### src/rtl/hkd_pkg.sv
// hkd_pkg: shared types and constants for the heatmap keypoint decoder
// used by hkd_map and heatmap_keypoint_decode; no dependencies
package hkd_pkg;

  localparam int SAMPLE_W   = 16;
  localparam int POS_W      = 18;
  localparam int DIM_W      = 8;
  localparam int COORD_W    = 12;
  localparam int CFG_DATA_W = 12;
  localparam int CFG_IDX_W  = 3;
  localparam int CMP_W      = DIM_W + 1;

  localparam int POS_MAX = 131071;
  localparam int POS_MIN = -131072;

  localparam logic signed [SAMPLE_W-1:0] SAMPLE_MIN = 16'sh8000;

  localparam logic [DIM_W-1:0]   MAP_WIDTH_RST  = 8'd72;
  localparam logic [DIM_W-1:0]   MAP_HEIGHT_RST = 8'd96;
  localparam logic [COORD_W-1:0] CENTER_X_RST   = 12'd144;
  localparam logic [COORD_W-1:0] CENTER_Y_RST   = 12'd192;
  localparam logic [COORD_W-1:0] BOX_WIDTH_RST  = 12'd288;
  localparam logic [COORD_W-1:0] BOX_HEIGHT_RST = 12'd384;

  typedef enum logic [CFG_IDX_W-1:0] {
    CFG_MAP_WIDTH  = 3'd0,
    CFG_MAP_HEIGHT = 3'd1,
    CFG_CENTER_X   = 3'd2,
    CFG_CENTER_Y   = 3'd3,
    CFG_BOX_WIDTH  = 3'd4,
    CFG_BOX_HEIGHT = 3'd5
  } hkd_cfg_e;

  typedef enum logic [3:0] {
    S_SCAN  = 4'b0001,
    S_READ  = 4'b0010,
    S_START = 4'b0100,
    S_WAIT  = 4'b1000
  } hkd_state_e;

  typedef enum logic [3:0] {
    M_IDLE = 4'b0001,
    M_MUL  = 4'b0010,
    M_DIV  = 4'b0100,
    M_FIN  = 4'b1000
  } hkd_map_state_e;

endpackage

### src/rtl/hkd_map.sv
// hkd_map: maps a quarter-pixel heatmap position to image space in Q4
// multiplier, bit-serial floor divider and saturation; uses hkd_pkg
module hkd_map #(
  parameter int PosW = 11
) (
  input  logic                                clk_i,
  input  logic                                rst_ni,
  input  logic                                start_i,
  input  logic signed [PosW-1:0]              pos_i,
  input  logic [hkd_pkg::COORD_W-1:0]         box_i,
  input  logic [hkd_pkg::COORD_W-1:0]         centre_i,
  input  logic [hkd_pkg::DIM_W-1:0]           dim_i,
  output logic                                done_o,
  output logic signed [hkd_pkg::POS_W-1:0]    result_o
);
  import hkd_pkg::*;

  localparam int ProdW = PosW + COORD_W + 1;
  localparam int NumW  = PosW + 17;
  localparam int MagW  = NumW - 1;
  localparam int RemW  = DIM_W + 1;
  localparam int CntW  = $clog2(MagW);
  localparam int SumW  = MagW + 2;

  hkd_map_state_e state_q, state_d;

  logic signed [ProdW-1:0] prod_q;
  logic signed [NumW-1:0]  num;
  logic [MagW-1:0]         mag;
  logic [MagW-1:0]         quo_q;
  logic [RemW-1:0]         rem_q;
  logic [RemW-1:0]         divisor;
  logic [RemW:0]           rem_sh;
  logic                    rem_ge;
  logic [RemW-1:0]         rem_nx;
  logic [CntW-1:0]         cnt_q;
  logic                    neg_q;
  logic                    done_q;
  logic signed [POS_W-1:0] result_q;
  logic signed [SumW-1:0]  qu_s, q_s, sum_s;
  logic signed [POS_W-1:0] sat;

  assign num     = (NumW'(prod_q) <<< 3) + NumW'($signed({1'b0, dim_i}));
  assign mag     = num[NumW-1] ? MagW'(-num) : MagW'(num);
  assign divisor = {dim_i, 1'b0};

  // restoring step, one quotient bit per cycle
  assign rem_sh = {rem_q, quo_q[MagW-1]};
  assign rem_ge = rem_sh >= {1'b0, divisor};
  assign rem_nx = rem_ge ? RemW'(rem_sh - {1'b0, divisor}) : RemW'(rem_sh);

  // floor division for negative numerators rounds the magnitude up
  always_comb begin
    qu_s  = signed'(SumW'(quo_q));
    q_s   = neg_q ? -(qu_s + signed'(SumW'(rem_q != '0))) : qu_s;
    sum_s = q_s + signed'(SumW'({centre_i, 4'b0000})) - signed'(SumW'({box_i, 3'b000}));
    if (sum_s > SumW'(POS_MAX)) begin
      sat = POS_W'(POS_MAX);
    end else if (sum_s < SumW'(POS_MIN)) begin
      sat = POS_W'(POS_MIN);
    end else begin
      sat = POS_W'(sum_s);
    end
  end

  always_comb begin
    state_d = state_q;
    case (state_q)
      M_IDLE: if (start_i) state_d = M_MUL;
      M_MUL:  state_d = M_DIV;
      M_DIV:  if (cnt_q == CntW'(MagW - 1)) state_d = M_FIN;
      M_FIN:  state_d = M_IDLE;
      default: state_d = M_IDLE;
    endcase
  end

  always_ff @(posedge clk_i or negedge rst_ni) begin
    if (!rst_ni) begin
      state_q <= M_IDLE;
      done_q  <= 1'b0;
    end else begin
      state_q <= state_d;
      done_q  <= (state_q == M_FIN);
    end
  end

  always_ff @(posedge clk_i) begin
    case (state_q)
      M_IDLE: begin
        if (start_i) prod_q <= ProdW'(pos_i) * ProdW'($signed({1'b0, box_i}));
      end
      M_MUL: begin
        neg_q <= num[NumW-1];
        quo_q <= mag;
        rem_q <= '0;
        cnt_q <= '0;
      end
      M_DIV: begin
        rem_q <= rem_nx;
        quo_q <= {quo_q[MagW-2:0], rem_ge};
        cnt_q <= cnt_q + CntW'(1);
      end
      M_FIN: result_q <= sat;
      default: ;
    endcase
  end

  assign done_o   = done_q;
  assign result_o = result_q;

endmodule

### config.mk
export PLATFORM = sky130hd
export DESIGN_NAME = hkd_map
export DESIGN_NICKNAME = d
export VERILOG_FILES = /design/src/rtl/hkd_pkg.sv /design/src/rtl/hkd_map.sv
export SDC_FILE = /design/constraint.sdc
export NUM_CORES = 1
export LEC_CHECK = 0
export ABC_AREA = 1
export BUFFER_PORTS_ARGS = -buffer_cell sky130_fd_sc_hd__buf_2
export CAP_MARGIN = 15
export CORE_MARGIN = 1.5
export CORE_UTILIZATION = 43
export CTS_CLUSTER_SIZE = 40
export DETAILED_ROUTE_END_ITERATION = 8
export GPL_TIMING_DRIVEN = 0
export PLACE_DENSITY = 0.6
export SLEW_MARGIN = 20
export SYNTH_ARGS = -nofsm -noshare
export SYNTH_HDL_FRONTEND = slang
export SYNTH_SLANG_ARGS = --single-unit
### constraint.sdc
create_clock -name clk_i -period 6.5 [get_ports clk_i]
set_input_delay 0.325 -clock clk_i [delete_from_list [all_inputs] [get_ports clk_i]]
set_output_delay 0.325 -clock clk_i [all_outputs]
set_load 0.02 [all_outputs]
==> impl_metrics.csv <==
group,metric,value,unit
grt,grt_first_pass_wirelength,60300,um
cells_and_area,final_common_cell,"nand2_1",
cells_and_area,multi_input_area,9760,um^2
cells_and_area,area_growth,8.75,%
critical_path,max_stage_delay,0.52,ns
floorplan,initial_utilization,0.436,
clocking,cts_hold_buffers,1,
timing,rsz0062_at_grt,"no",
detailed_routing,drt_iter0_markers,664,
timing,fin_skew,0.0129,ns
clocking,numCtsBuffers,9,
floorplan,rows,66,
timing,fin_crit_sh,0.856,
run_status,status,"completed",
detailed_routing,viasPerCell,5.02,
floorplan,pin_count,65,
critical_path,endpoint_kind,"register",
timing,fmax,180,MHz
detailed_routing,drc_errors,0,
detailed_routing,post_drt_wl_per_cell,14.7,um
placement,dpl_worst_slack,0.645,ns
cells_and_area,nets,2364,
critical_path,arrival,5.68,ns
timing,slew_headroom,0.348,
clocking,clock-sinks,89,
cells_and_area,regArea,2650,um^2
yosys,synth_ff_type,"edfxtp_1",
yosys,synth_nets,2284,
floorplan,core_area,32500,um^2
yosys,syn_inst,1985,
grt,overflow,0,
min_path,min_path_type,"in -> reg",
critical_path,crit_top_cell,"nand2_1",
clocking,path_clk_slew,0.07,ns
grt,grt_max_degree,28,
yosys,avgSynthCellArea,7.13,um^2
timing,slew_violations,0,
floorplan,die_x,184,um
detailed_routing,dr.pass1.iters,5,
job,cap_viol_max_count,0,
floorplan,die_y,184,um
yosys,postSynth.asyncResetShare,0.0562,
yosys,ys_seq_area_frac,0.187,
placement,post-dp-hpwl,31500,um
detailed_routing,vias,12601,
clocking,post_cts_buffers,0,
yosys,synth-seq-cells,89,
clocking,cts.repair.resized,0,
detailed_routing,antenna_left,0,
clocking,cts.htree.levels,3,
clocking,cts_tree,"done",
grt,antenna_found_initial,0,
timing,finalHoldViolCount,0,
yosys,syn-cell-area,14200,um^2
timing,setup_viol,0,
grt,grt_pass1_vias,12093,
cells_and_area,fillers,3326,
clocking,clock_path_buffers,2,
timing,worst_slew_pin_slew,0.970,ns
placement,io_buffers,64,
timing,setup_slack,0.935,ns
grt,grt.total_usage,0.226,
cells_and_area,antenna_cells,0,
cells_and_area,final_cell_mix,"563 x nand2_1, 410 x inv_1, 150 x ha_1, 112 x nor2_1, 103 x fa_1",
yosys,synth.distinct_cells,52,
critical_path,worstPathRequired,6.61,ns
timing,timing.final.crit_period,5.56,ns
detailed_routing,wirelength,37000,um
critical_path,cp_max_fo,10,
yosys,ys.warnings.count,0,
clocking,clockRootBuffer,"clkbuf_16",
yosys,synth-edff-count,84,
timing,fin_setup_tns,0,ns
critical_path,worst-setup-path-type,"reg -> reg",
clocking,worstSkewPairLatency,0.36,ns
placement,gp_congestion,0.933,
critical_path,slowest_stage,"fa_1",
critical_path,worst_setup_path_start_kind,"register",
floorplan,die-area,34000,um^2
timing,hold_slack,0.246,ns
cells_and_area,drive_gt1_frac,0.0850,
-- state kept, by name (all words and copies together), names as in the netlist --
| register | cells |
|---|---|
| done_o | 1 |
| quo_q | 27 |
| prod_q | 24 |
| result_o | 18 |
| state_q | 4 |
| cnt_q | 5 |
| neg_q | 1 |
| rem_q | 9 |
-- stage by stage --
stage	utilization	instance area, um^2	cells
after detailed placement	0.465	15100	2495
after floorplan	-	14200	1985
final	0.475	15400	2512
after global routing	0.475	15400	2512
after CTS	0.475	15400	2512
after global placement	0.463	15000	2491
-- cells in the mapped netlist (all sizes together) (2+ instances only) --
| cell type | n | share of area |
|---|---|---|
| xnor2 | 32 | 0.020 |
| or2 | 14 | 0.0062 |
| nand4 | 28 | 0.013 |
| nor4 | 7 | 0.0044 |
| xor2 | 57 | 0.037 |
| a21o | 8 | 0.0042 |
| a211oi | 4 | 0.0021 |
| edfxtp | 84 | 0.18 |
| o221ai | 2 | 0.0012 |
| o31ai | 3 | 0.0016 |
| clkbuf | 33 | 0.0087 |
| o21ai | 82 | 0.031 |
| dfrtp | 4 | 0.0071 |
| ha | 150 | 0.13 |
| nand3b | 6 | 0.0032 |
| nor2 | 121 | 0.035 |
| fa | 103 | 0.15 |
| a21oi | 86 | 0.031 |
| nand2 | 586 | 0.16 |
| nand3 | 104 | 0.041 |
| buf | 9 | 0.0045 |
| a31oi | 9 | 0.0040 |
| inv | 419 | 0.11 |
| o21bai | 7 | 0.0037 |
| nor3 | 21 | 0.0093 |
-- routing by layer --
| layer | track usage | wire length [um] | vias up | part of all wire |
|---|---|---|---|---|
| met4 | 0.0666 | 818 | 0 | 0.022 |
| li1 | - | - | 6352 | - |
| met1 | 0.297 | 17200 | 5974 | 0.47 |
| met3 | 0.0219 | 1200 | 42 | 0.032 |
| met5 | 0 | 0 | - | 0 |
| met2 | 0.391 | 17800 | 233 | 0.48 |
-- path summary, 6_finish.rpt --
| kind | cells past startpoint | from | slack, ns | end |
|---|---|---|---|---|
| hold reg to reg | 2 | quo_q[22] | 0.60 | quo_q[23] |
| min in group asynchronous | 2 | rst_ni | 0.30 | state_q[2] |
| setup / recovery | 33 | rem_q[0] | 0.94 | result_o[7] |
| max in group asynchronous | 2 | rst_ni | 5.99 | state_q[0] |
| hold / removal | 4 | start_i | 0.25 | state_q[0] |
| setup reg to reg | 33 | rem_q[0] | 0.94 | result_o[7] |
-- critical path, delay by kind of cell (launching register included) --
family | cells | cell delay, ns
fa+ha+maj | 4 | 1.26
compound gates | 3 | 0.66
buf+inv | 4 | 0.29
simple gates | 21 | 2.53
flops | 1 | 0.43
xor+xnor | 1 | 0.13
-- cell type report --
type	count	area share
multi-input cells	1434	0.634
clock buffers	11	0.0164
inverters	420	0.102
clock inverters	5	0.00301
plain buffers	42	0.0122
well taps	442	0.0359
repair buffers	69	0.0245
flip-flops and latches	89	0.172
-- cells by family after synthesis --
| kind of cell | after synthesis | synth area share |
|---|---|---|
| and+or+nand+nor | 888 | 0.273 |
| buffers and inverters | 462 | 0.125 |
| adders and majority gates | 253 | 0.278 |
| AOI/OAI and AO/OA | 204 | 0.0805 |
| xor gates and xnor gates | 89 | 0.0572 |
| DFF | 89 | 0.187 |
Power is not shown: default switching activity piles up to over one toggle a cycle in this logic, so the estimate is an artifact.
